==> src/sv/sfcs_pkg.sv <==
// Shared types, constants and helpers of the SPI NOR flash command sequencer.
// No dependencies; used by the top level and all modules.
`timescale 1ns / 1ps
package sfcs_pkg;
	localparam int ADDR_BYTES = 3;

	localparam logic [1:0] RK_SPI  = 2'd0;
	localparam logic [1:0] RK_HOST = 2'd1;
	localparam logic [1:0] RK_NEED = 2'd2;
	localparam logic [1:0] RK_DONE = 2'd3;

	localparam logic [3:0] LG_MIN = 4'd4;
	localparam logic [3:0] LG_MAX = 4'd12;
	localparam logic [3:0] LG_RST = 4'd8;

	typedef struct packed {
		logic [1:0] out_kind;
		logic [7:0] spi_byte;
		logic       cs_release;
		logic [7:0] host_byte;
		logic       ok;
		logic       last;
	} res_t;

	typedef struct packed {
		res_t [1:0] r;
		logic [1:0] n;
	} res_grp_t;

	function automatic res_t mk_spi(input logic [7:0] b, input logic cs);
		res_t r;
		r = '0;
		r.out_kind = RK_SPI;
		r.spi_byte = b;
		r.cs_release = cs;
		return r;
	endfunction

	function automatic res_t mk_host(input logic [7:0] b);
		res_t r;
		r = '0;
		r.out_kind = RK_HOST;
		r.host_byte = b;
		return r;
	endfunction

	function automatic res_t mk_need();
		res_t r;
		r = '0;
		r.out_kind = RK_NEED;
		return r;
	endfunction

	function automatic res_t mk_done(input logic ok);
		res_t r;
		r = '0;
		r.out_kind = RK_DONE;
		r.ok = ok;
		return r;
	endfunction
endpackage

==> src/sv/sfcs_if.sv <==
// Request and result channel interfaces of the flash command sequencer.
// No dependencies.
`timescale 1ns / 1ps
interface sfcs_req_if;
	logic        valid;
	logic        ready;
	logic [2:0]  kind;
	logic [23:0] address;
	logic [15:0] length;
	logic [7:0]  data_byte;
	modport source (output valid, kind, address, length, data_byte, input ready);
	modport sink (input valid, kind, address, length, data_byte, output ready);
endinterface

interface sfcs_res_if;
	logic       valid;
	logic       ready;
	logic [1:0] out_kind;
	logic [7:0] spi_byte;
	logic       cs_release;
	logic [7:0] host_byte;
	logic       ok;
	logic       last;
	modport source (output valid, out_kind, spi_byte, cs_release, host_byte, ok, last,
		input ready);
	modport sink (input valid, out_kind, spi_byte, cs_release, host_byte, ok, last,
		output ready);
endinterface

==> src/sv/spi_nor_flash_command_sequencer_unit.sv <==
// Top level of the SPI NOR flash command sequencer: APB register, core, result queue.
// Depends on sfcs_pkg, sfcs_if, sfcs_core and sfcs_rq.
//
//   channel  dir  payload
//   req      in   kind, address, length, data_byte
//   res      out  out_kind, spi_byte, cs_release, host_byte, ok, last
//   apb      in   page_size_log2 at byte address 0
//
// A request is stepped in the cycle it is accepted; its zero to two results
// enter a two-group queue and leave one per cycle, so one request per cycle
// is taken while the queue has room. Reset idles the sequencer and sets page
// size log2 to 8. A stalled res side holds the queue; req stalls when full.
`timescale 1ns / 1ps
module spi_nor_flash_command_sequencer_unit (
	input  logic          clk,
	input  logic          arst_n,
	sfcs_req_if.sink      req,
	sfcs_res_if.source    res,
	input  logic          psel,
	input  logic          penable,
	input  logic          pwrite,
	input  logic [2:0]    paddr,
	input  logic [31:0]   pwdata,
	output logic [31:0]   prdata,
	output logic          pready
);
	logic [3:0]         lg_q;
	logic               take, room;
	logic [1:0]         qcnt;
	sfcs_pkg::res_grp_t grp;
	sfcs_pkg::res_t     head;

	assign pready = 1'b1;
	assign prdata = (paddr[2] == 1'b0) ? {28'd0, lg_q} : 32'd0;

	always_ff @(posedge clk or negedge arst_n) begin
		if (!arst_n) begin
			lg_q <= sfcs_pkg::LG_RST;
		end else if (psel && penable && pwrite && paddr[2] == 1'b0) begin
			lg_q <= pwdata[3:0];
		end
	end

	assign req.ready = room;
	assign take = req.valid && room;

	sfcs_core u_core (
		.clk(clk), .arst_n(arst_n), .take(take),
		.kind(req.kind), .address(req.address), .length(req.length),
		.data_byte(req.data_byte), .page_lg(lg_q), .grp(grp)
	);

	sfcs_rq u_rq (
		.clk(clk), .arst_n(arst_n), .grp(grp), .room(room),
		.vld(res.valid), .pop(res.ready), .head(head), .count(qcnt)
	);

	assign res.out_kind = head.out_kind;
	assign res.spi_byte = head.spi_byte;
	assign res.cs_release = head.cs_release;
	assign res.host_byte = head.host_byte;
	assign res.ok = head.ok;
	assign res.last = head.last;

	a_cnt_max: assert property (@(posedge clk) disable iff (!arst_n) qcnt != 2'd3)
		else $error("result queue overfilled");
	a_push_valid: assert property (@(posedge clk) disable iff (!arst_n)
		grp.n != 2'd0 |=> res.valid)
		else $error("pushed results not visible");
	a_last_at_end: assert property (@(posedge clk) disable iff (!arst_n)
		res.valid && (res.out_kind == sfcs_pkg::RK_DONE || res.out_kind == sfcs_pkg::RK_NEED)
		|-> res.last)
		else $error("done or need result not marked last");
endmodule

==> src/sv/sfcs_core.sv <==
// Sequencer state and per-request step logic; produces up to two results.
// Depends on sfcs_pkg.
`timescale 1ns / 1ps
module sfcs_core (
	input  logic             clk,
	input  logic             arst_n,
	input  logic             take,
	input  logic [2:0]       kind,
	input  logic [23:0]      address,
	input  logic [15:0]      length,
	input  logic [7:0]       data_byte,
	input  logic [3:0]       page_lg,
	output sfcs_pkg::res_grp_t grp
);
	localparam logic [3:0] PH_IDLE = 4'd0;
	localparam logic [3:0] PH_ADDR_RD = 4'd1;
	localparam logic [3:0] PH_ADDR_WR = 4'd2;
	localparam logic [3:0] PH_RDATA = 4'd3;
	localparam logic [3:0] PH_WREN = 4'd4;
	localparam logic [3:0] PH_WAIT_WDATA = 4'd5;
	localparam logic [3:0] PH_WDATA = 4'd6;
	localparam logic [3:0] PH_POLL_CMD = 4'd7;
	localparam logic [3:0] PH_POLL_STAT = 4'd8;
	localparam logic [3:0] PH_ID = 4'd9;
	localparam logic [3:0] PH_DRAIN = 4'd10;

	localparam logic [1:0] OP_READ = 2'd0;
	localparam logic [1:0] OP_PROGRAM = 2'd1;
	localparam logic [1:0] OP_ERASE = 2'd2;
	localparam logic [1:0] OP_ID = 2'd3;

	localparam logic [2:0] K_READ = 3'd0;
	localparam logic [2:0] K_PROG = 3'd1;
	localparam logic [2:0] K_ERASE = 3'd2;
	localparam logic [2:0] K_ID = 3'd3;
	localparam logic [2:0] K_RESP = 3'd4;
	localparam logic [2:0] K_WDATA = 3'd5;

	localparam logic [2:0] FI_START = 3'(sfcs_pkg::ADDR_BYTES);

	logic [3:0]  phase_q, phase_d;
	logic [1:0]  op_q, op_d;
	logic [23:0] cur_q, cur_d;
	logic [15:0] left_q, left_d;
	logic [12:0] pleft_q, pleft_d;
	logic [23:0] sav_addr_q, sav_addr_d;
	logic [15:0] sav_len_q, sav_len_d;
	logic [2:0]  fi_q, fi_d;

	function automatic logic [12:0] page_room(input logic [23:0] a, input logic [15:0] b,
		input logic [3:0] lg_in);
		logic [3:0]  lg;
		logic [12:0] ps;
		logic [12:0] room;
		lg = lg_in;
		if (lg < sfcs_pkg::LG_MIN) lg = sfcs_pkg::LG_MIN;
		if (lg > sfcs_pkg::LG_MAX) lg = sfcs_pkg::LG_MAX;
		ps = 13'd1 << lg;
		room = ps - (a[12:0] & (ps - 13'd1));
		return (b < {3'd0, room}) ? b[12:0] : room;
	endfunction

	function automatic logic [7:0] addr_byte(input logic [23:0] a, input logic [2:0] fi);
		logic [7:0] b;
		unique case (fi)
			3'd0: b = a[7:0];
			3'd1: b = a[15:8];
			3'd2: b = a[23:16];
			default: b = 8'h00;
		endcase
		return b;
	endfunction

	always_comb begin
		sfcs_pkg::res_t r [2];
		logic [1:0] n;
		logic [15:0] lm1;
		logic [2:0]  fim1;
		r[0] = '0;
		r[1] = '0;
		n = 2'd0;
		phase_d = phase_q;
		op_d = op_q;
		cur_d = cur_q;
		left_d = left_q;
		pleft_d = pleft_q;
		sav_addr_d = sav_addr_q;
		sav_len_d = sav_len_q;
		fi_d = fi_q;
		lm1 = left_q - 16'd1;
		fim1 = fi_q - 3'd1;
		if (phase_q == PH_IDLE) begin
			if (kind == K_READ || (kind == K_PROG && length != 16'd0)) begin
				op_d = (kind == K_READ) ? OP_READ : OP_PROGRAM;
				cur_d = address;
				left_d = length;
				sav_addr_d = address;
				sav_len_d = length;
				fi_d = FI_START;
				r[0] = sfcs_pkg::mk_spi(8'h03, 1'b0);
				n = 2'd1;
				phase_d = PH_ADDR_RD;
			end else if (kind == K_PROG) begin
				r[0] = sfcs_pkg::mk_done(1'b1);
				n = 2'd1;
			end else if (kind == K_ERASE) begin
				op_d = OP_ERASE;
				cur_d = address;
				r[0] = sfcs_pkg::mk_spi(8'h06, 1'b1);
				n = 2'd1;
				phase_d = PH_WREN;
			end else if (kind == K_ID) begin
				op_d = OP_ID;
				fi_d = 3'd0;
				r[0] = sfcs_pkg::mk_spi(8'h9F, 1'b0);
				n = 2'd1;
				phase_d = PH_ID;
			end
		end else if (phase_q == PH_WAIT_WDATA) begin
			if (kind == K_WDATA) begin
				pleft_d = pleft_q - 13'd1;
				left_d = lm1;
				cur_d = cur_q + 24'd1;
				r[0] = sfcs_pkg::mk_spi(data_byte, pleft_d == 13'd0);
				n = 2'd1;
				phase_d = PH_WDATA;
			end
		end else if (kind == K_RESP) begin
			unique case (phase_q)
				PH_ADDR_RD: begin
					if (fi_q != 3'd0) begin
						fi_d = fim1;
						r[0] = sfcs_pkg::mk_spi(addr_byte(cur_q, fim1),
							fim1 == 3'd0 && left_q == 16'd0);
						n = 2'd1;
					end else if (left_q == 16'd0) begin
						r[0] = sfcs_pkg::mk_done(1'b1);
						n = 2'd1;
						phase_d = PH_IDLE;
					end else begin
						r[0] = sfcs_pkg::mk_spi(8'hFF, left_q == 16'd1);
						n = 2'd1;
						phase_d = PH_RDATA;
					end
				end
				PH_ADDR_WR: begin
					if (fi_q != 3'd0) begin
						fi_d = fim1;
						r[0] = sfcs_pkg::mk_spi(addr_byte(cur_q, fim1),
							fim1 == 3'd0 && op_q == OP_ERASE);
						n = 2'd1;
					end else if (op_q == OP_ERASE) begin
						r[0] = sfcs_pkg::mk_spi(8'h05, 1'b0);
						n = 2'd1;
						phase_d = PH_POLL_CMD;
					end else begin
						r[0] = sfcs_pkg::mk_need();
						n = 2'd1;
						phase_d = PH_WAIT_WDATA;
					end
				end
				PH_RDATA: begin
					left_d = lm1;
					if (op_q == OP_READ) begin
						r[0] = sfcs_pkg::mk_host(data_byte);
						n = 2'd2;
						if (lm1 != 16'd0) begin
							r[1] = sfcs_pkg::mk_spi(8'hFF, lm1 == 16'd1);
						end else begin
							r[1] = sfcs_pkg::mk_done(1'b1);
							phase_d = PH_IDLE;
						end
					end else if (data_byte != 8'hFF) begin
						n = 2'd1;
						if (lm1 != 16'd0) begin
							r[0] = sfcs_pkg::mk_spi(8'hFF, 1'b1);
							phase_d = PH_DRAIN;
						end else begin
							r[0] = sfcs_pkg::mk_done(1'b0);
							phase_d = PH_IDLE;
						end
					end else if (lm1 != 16'd0) begin
						r[0] = sfcs_pkg::mk_spi(8'hFF, lm1 == 16'd1);
						n = 2'd1;
					end else begin
						cur_d = sav_addr_q;
						left_d = sav_len_q;
						pleft_d = page_room(sav_addr_q, sav_len_q, page_lg);
						r[0] = sfcs_pkg::mk_spi(8'h06, 1'b1);
						n = 2'd1;
						phase_d = PH_WREN;
					end
				end
				PH_DRAIN: begin
					r[0] = sfcs_pkg::mk_done(1'b0);
					n = 2'd1;
					phase_d = PH_IDLE;
				end
				PH_WREN: begin
					r[0] = sfcs_pkg::mk_spi((op_q == OP_ERASE) ? 8'h20 : 8'h02, 1'b0);
					n = 2'd1;
					fi_d = FI_START;
					phase_d = PH_ADDR_WR;
				end
				PH_WDATA: begin
					n = 2'd1;
					if (pleft_q != 13'd0) begin
						r[0] = sfcs_pkg::mk_need();
						phase_d = PH_WAIT_WDATA;
					end else begin
						r[0] = sfcs_pkg::mk_spi(8'h05, 1'b0);
						phase_d = PH_POLL_CMD;
					end
				end
				PH_POLL_CMD: begin
					r[0] = sfcs_pkg::mk_spi(8'hFF, 1'b1);
					n = 2'd1;
					phase_d = PH_POLL_STAT;
				end
				PH_POLL_STAT: begin
					n = 2'd1;
					if (data_byte[0]) begin
						r[0] = sfcs_pkg::mk_spi(8'h05, 1'b0);
						phase_d = PH_POLL_CMD;
					end else if (op_q == OP_PROGRAM && left_q != 16'd0) begin
						pleft_d = page_room(cur_q, left_q, page_lg);
						r[0] = sfcs_pkg::mk_spi(8'h06, 1'b1);
						phase_d = PH_WREN;
					end else begin
						r[0] = sfcs_pkg::mk_done(1'b1);
						phase_d = PH_IDLE;
					end
				end
				PH_ID: begin
					if (fi_q != 3'd0) begin
						r[0] = sfcs_pkg::mk_host(data_byte);
						n = 2'd1;
					end
					if (fi_q < 3'd3) begin
						r[n[0]] = sfcs_pkg::mk_spi(8'hFF, fi_q == 3'd2);
						fi_d = fi_q + 3'd1;
					end else begin
						r[n[0]] = sfcs_pkg::mk_done(1'b1);
						phase_d = PH_IDLE;
					end
					n = n + 2'd1;
				end
				default: phase_d = PH_IDLE;
			endcase
		end
		if (n == 2'd1) r[0].last = 1'b1;
		if (n == 2'd2) r[1].last = 1'b1;
		grp.r[0] = r[0];
		grp.r[1] = r[1];
		grp.n = take ? n : 2'd0;
	end

	always_ff @(posedge clk or negedge arst_n) begin
		if (!arst_n) begin
			phase_q <= PH_IDLE;
			op_q <= OP_READ;
			cur_q <= '0;
			left_q <= '0;
			pleft_q <= '0;
			sav_addr_q <= '0;
			sav_len_q <= '0;
			fi_q <= '0;
		end else if (take) begin
			phase_q <= phase_d;
			op_q <= op_d;
			cur_q <= cur_d;
			left_q <= left_d;
			pleft_q <= pleft_d;
			sav_addr_q <= sav_addr_d;
			sav_len_q <= sav_len_d;
			fi_q <= fi_d;
		end
	end
endmodule

==> src/sv/sfcs_rq.sv <==
// Result queue: two groups of up to two results each, drained one result at a time.
// Depends on sfcs_pkg.
`timescale 1ns / 1ps
module sfcs_rq (
	input  logic               clk,
	input  logic               arst_n,
	input  sfcs_pkg::res_grp_t grp,
	output logic               room,
	output logic               vld,
	input  logic               pop,
	output sfcs_pkg::res_t     head,
	output logic [1:0]         count
);
	sfcs_pkg::res_grp_t mem [2];
	logic       wp_q, rp_q, sub_q;
	logic [1:0] cnt_q;
	logic       push, adv;

	assign push = grp.n != 2'd0;
	assign vld = cnt_q != 2'd0;
	assign room = cnt_q != 2'd2;
	assign head = sub_q ? mem[rp_q].r[1] : mem[rp_q].r[0];
	assign adv = pop && vld && (sub_q || mem[rp_q].n != 2'd2);
	assign count = cnt_q;

	always_ff @(posedge clk) begin
		if (push) begin
			mem[wp_q] <= grp;
		end
	end

	always_ff @(posedge clk or negedge arst_n) begin
		if (!arst_n) begin
			wp_q <= 1'b0;
			rp_q <= 1'b0;
			sub_q <= 1'b0;
			cnt_q <= 2'd0;
		end else begin
			if (push) wp_q <= ~wp_q;
			if (pop && vld) begin
				if (adv) begin
					rp_q <= ~rp_q;
					sub_q <= 1'b0;
				end else begin
					sub_q <= 1'b1;
				end
			end
			cnt_q <= cnt_q + {1'b0, push} - {1'b0, adv};
		end
	end
endmodule
==> src/flat_wrapper.sv <==
// flat-port wrapper written by rule: the top's interface ports become plain ports
module spi_nor_flash_command_sequencer_unit_flat 
  (clk, arst_n, psel, penable, pwrite, paddr, pwdata, prdata, pready, req_valid, req_kind, req_address, req_length, req_data_byte, req_ready, res_valid, res_out_kind, res_spi_byte, res_cs_release, res_host_byte, res_ok, res_last, res_ready);
  sfcs_req_if req_i ();
  sfcs_res_if res_i ();
  input  logic clk;
  input  logic arst_n;
  input  logic psel;
  input  logic penable;
  input  logic pwrite;
  input  logic [2:0] paddr;
  input  logic [31:0] pwdata;
  output logic [31:0] prdata;
  output logic pready;
  input wire logic [$bits(req_i.valid)-1:0] req_valid;
  input wire logic [$bits(req_i.kind)-1:0] req_kind;
  input wire logic [$bits(req_i.address)-1:0] req_address;
  input wire logic [$bits(req_i.length)-1:0] req_length;
  input wire logic [$bits(req_i.data_byte)-1:0] req_data_byte;
  output wire logic [$bits(req_i.ready)-1:0] req_ready;
  output wire logic [$bits(res_i.valid)-1:0] res_valid;
  output wire logic [$bits(res_i.out_kind)-1:0] res_out_kind;
  output wire logic [$bits(res_i.spi_byte)-1:0] res_spi_byte;
  output wire logic [$bits(res_i.cs_release)-1:0] res_cs_release;
  output wire logic [$bits(res_i.host_byte)-1:0] res_host_byte;
  output wire logic [$bits(res_i.ok)-1:0] res_ok;
  output wire logic [$bits(res_i.last)-1:0] res_last;
  input wire logic [$bits(res_i.ready)-1:0] res_ready;
  assign req_i.valid = req_valid;
  assign req_i.kind = req_kind;
  assign req_i.address = req_address;
  assign req_i.length = req_length;
  assign req_i.data_byte = req_data_byte;
  assign req_ready = req_i.ready;
  assign res_valid = res_i.valid;
  assign res_out_kind = res_i.out_kind;
  assign res_spi_byte = res_i.spi_byte;
  assign res_cs_release = res_i.cs_release;
  assign res_host_byte = res_i.host_byte;
  assign res_ok = res_i.ok;
  assign res_last = res_i.last;
  assign res_i.ready = res_ready;
  spi_nor_flash_command_sequencer_unit u_core (.clk(clk), .arst_n(arst_n), .req(req_i), .res(res_i), .psel(psel), .penable(penable), .pwrite(pwrite), .paddr(paddr), .pwdata(pwdata), .prdata(prdata), .pready(pready));
endmodule
==> config.mk <==
export PLATFORM = sky130hd
export DESIGN_NAME = spi_nor_flash_command_sequencer_unit_flat
export DESIGN_NICKNAME = d
export VERILOG_FILES = /design/src/sv/sfcs_pkg.sv /design/src/sv/sfcs_if.sv /design/src/sv/spi_nor_flash_command_sequencer_unit.sv /design/src/sv/sfcs_core.sv /design/src/sv/sfcs_rq.sv /design/src/flat_wrapper.sv
export SDC_FILE = /design/constraint.sdc
export NUM_CORES = 1
export LEC_CHECK = 0
export BUFFER_PORTS_ARGS = -buffer_cell sky130_fd_sc_hd__buf_2
export CAP_MARGIN = 5
export CORE_MARGIN = 1.5
export CORE_UTILIZATION = 60
export DETAILED_ROUTE_END_ITERATION = 8
export GPL_TIMING_DRIVEN = 0
export PLACE_DENSITY = 0.88
export SYNTH_ARGS = -nofsm -noshare
export SYNTH_HDL_FRONTEND = slang
export SYNTH_SLANG_ARGS = --single-unit
==> constraint.sdc <==
create_clock -name clk -period 5.2 [get_ports clk]
set_input_delay 1.04 -clock clk [delete_from_list [all_inputs] [get_ports clk]]
set_output_delay 1.04 -clock clk [all_outputs]
set_load 0.005 [all_outputs]
==> out/results.tsv <==
stage	metric	value	unit
floorplan	placeable core area	19700	sq um
flow_run	max-cap violations	0	
sta	final setup fails	0	
sta	RSZ-0062 raised after global routing	no	
power	VDD IR-drop max	0.000398	V
cts	Hold Buf Count CTS	0	
cts	CTS buffer count	17	
sta	Max Clk Rate	0.206	GHz
setup_path	flop2flop setup slack	0.34	ns
setup_path	crit end category	register	
setup_path	critical path required time	5.55	ns
drt	Vias/cell	6.68	
logic_synthesis	post-synthesis average cell area	8.68	sq um
floorplan	die area	21100	sq um
drt	DRC Markers	0	
global_route	first-pass GRT wire length	65.9	mm
power	Power Total	0.00898	W
sta	WHS	0.486	ns
min_path	Worst Hold Class	primary input to async pin	
sta	count of pins over their slew limit	0	
drt	Metal-1 WL	16.6	mm
sta	Setup WS post-layout	0.340	ns
global_route	vias in the first global route	11800	
logic_synthesis	Cell variety after synth	85	
drt	top layer in use	met4	
sta	Final Cycle Share	93.5	%
logic_synthesis	cell taking the most area after synthesis	dfrtp_1	
global_route	largest net degree at the start of global routing	71	
floorplan	Core Rows	51	
global_route	Total GRT Usage	40.3	%
power	P_leak	5.70	nW
setup_path	reg2reg start	u_core.lg_q[3]$_DFFE_PN1P_	
cts	worst-case clock buffer depth	2	
drt	Routed Antenna Nets	0	
sta	Worst Max-Slew Pin Slew	1.39	ns
logic_synthesis	Post-Syn Instances	1398	
logic_synthesis	Synth top area share	22.7	%
cts	CTS tree	built	
setup_path	CP startpoint	u_core.lg_q[3]$_DFFE_PN1P_	
drt	post-DR wirelength/cell	23.3	microns
final_layout	Final #Nets	1682	
placement	Setup WS pre-CTS	-0.154	ns
placement	Port Buffer Count	89	
drt	DRT Wirelength	42.4	mm
setup_path	kind of critical path	register to register	
logic_synthesis	Synth Flop Type	dfrtp_1	
logic_synthesis	Synth async-reset ratio	67.3	%
outcome	status	complete, no violations	
power	PD cells	655	nW/um^2
global_route	GRT overflow	0	
global_route	initial antenna violation count	0	
floorplan	Initial Utilization	61.7	%
setup_path	CP max FO	10	
drt	met3 routed WL	4.78	mm
setup_path	Worst setup SP type	register	
logic_synthesis	register area share after synthesis	36.3	%
drt	Met2 Routed Length	19.0	mm
final_layout	Synth-to-Final Area Change	13.0	%
floorplan	Die Wd	145	microns
cts	H-tree levels	4	
cts	Worst-path clk slew	0.08	ns
logic_synthesis	main area contributors after synthesis	dfrtp_1 (23%), edfxtp_1 (13%), ha_1 (5.3%)	
drt	DR vias	12100	
floorplan	Top Ports	149	
cts	Sink Count	165	
cts	CTS Root Cell	clkbuf_16	
logic_synthesis	Post-synth EDFFs	54	
setup_path	critical path arrival	5.21	ns
logic_synthesis	Cell Area, Synth	12100	sq um
drt	TritonRoute pass-1 iters	9	
final_layout	share of layout cells above drive strength 1	15.9	%
logic_synthesis	Warnings, synthesis	0	
cts	Skew-Pair Late Insertion Delay	0.46	ns
final_layout	Ant. Diodes	0	
cts	Post-CTS Setup Bufs	0	
cts	Resized Gates After CTS	2	
sta	Tmin final	4.86	ns
logic_synthesis	top-count cell post-synth	nor2_1	
sta	Rel. slew slack	6.42	%
sta	Max Clock Skew	0.0169	ns
logic_synthesis	Synth top cells by count	nor2_1 (145), nand2_1 (126), dfrtp_1 (110)	
logic_synthesis	flops & latches, synth	165	
drt	1st-iter DRT viols	1536	
placement	gp weighted congestion	0.994	
floorplan	die height	145	microns
sta	Final Hold Fails	0	
placement	hpwl dp	31.9	mm
[metrics by stage]
stage          utilization (%)  setup TNS, ns  area [sq um]  cells
2_1_floorplan                -              0         12200   1429
3_3_place_gp              66.3         -10.92         13000   1783
3_5_place_dp              66.7         -0.405         13100   1786
4_1_cts                   69.7              0         13700   1818
5_1_grt                   69.7              0         13700   1816
6_report                  69.7              0         13700   1816
[cell type report]
type | instances | area, sq um
plain buffers | 121 | 581
flip-flops and latches | 165 | 4400
fillers | 1595 | 5950
well taps | 265 | 332
clock buffers | 17 | 425
clock inverters | 15 | 170
inverters | 40 | 150
multi-input cells | 1101 | 7130
repair buffers | 92 | 522
[path summary, 6_finish.rpt]
check | end | cells past startpoint
min in group clk | u_core.u_rq.count[1]$_DFF_PN0_ | 1
max in group asynchronous | u_core.u_rq.wp_q$_DFFE_PN0N_ | 2
setup reg to reg | u_core.u_core.pleft_q[12]$_DFFE_PN0P_ | 17
setup / recovery | u_core.u_core.pleft_q[12]$_DFFE_PN0P_ | 17
hold / removal | u_core.lg_q[0]$_DFFE_PN0P_ | 1
hold reg to reg | u_core.u_rq.count[1]$_DFF_PN0_ | 1
[routing by layer]
| layer | GRT usage, % | up-vias |
|---|---|---|
| met1 | 52.5 | 5711 |
| met4 | 18.0 | 0 |
| li1 | - | 5382 |
| met5 | 0 | - |
| met3 | 10.1 | 174 |
| met2 | 63.4 | 867 |
[cells in the final DEF (no fill, tap or decap), drive strengths merged, types with 17 or more instances in the layout]
master,instances
o211ai,23
a211oi,25
dfrtp,110
nor4,19
a31oi,17
xor2,18
nor2,145
a21oi,106
ha,51
buf,136
nor3,36
conb,33
edfxtp,54
mux2i,19
nand4,17
inv,47
nand3,33
nand2,126
mux2,50
and2,19
xnor2,31
o21ai,103
clkbuf,94
[flip-flops by register name (all words and copies together) (netlist names)]
register	flops
u_core.u_rq.count	2
u_core.u_core.sav_addr_q	24
u_core.u_core.fi_q	3
u_core.u_rq.sub_q	1
u_core.u_core.cur_q	24
u_core.u_core.pleft_q	13
u_core.lg_q	4
u_core.u_core.phase_q	4
u_core.u_core.left_q	16
u_core.u_rq.rp_q	1
u_core.u_core.sav_len_q	16
u_core.u_rq.wp_q	1
u_core.u_core.op_q	2
u_core.u_rq.mem	54
[kinds of logic after synthesis]
logic type / after synthesis / synth area share (%)
buffers and inverters: 163 / 6.06
xor gates and xnor gates: 49 / 3.54
muxes: 74 / 7.14
adders and majority gates: 51 / 5.26
DFF: 165 / 36.3
AOI/OAI and AO/OA: 400 / 21.6
other: 2 / 0.0619
and+or+nand+nor: 494 / 20.1
[where the power goes]
group | total (W) | switching [W] | internal (W)
registers | 0.00234 | 0.000556 | 0.00178
logic | 0.00534 | 0.00336 | 0.00199
clock network | 0.00129 | 0.000648 | 0.000647
total | 0.00898 | 0.00456 | 0.00442
[worst max-delay path, cell delays in order, from the launching register on]
cell and delay (ns):
dfstp_2 0.61, clkbuf_2 0.23, buf_2 0.26, nor3_1 0.11, ha_1 0.35, nand2_1 0.12, nor4_1 0.35, o211ai_1 0.17
and3b_1 0.22, or2_2 0.29, ha_1 0.32, a21oi_1 0.14, o21ai_0 0.12, a2111o_1 0.34, and2_1 0.32, and2_1 0.22
o32a_1 0.33, o31ai_1 0.25
Note: power is estimated with default switching activity, not from simulation.
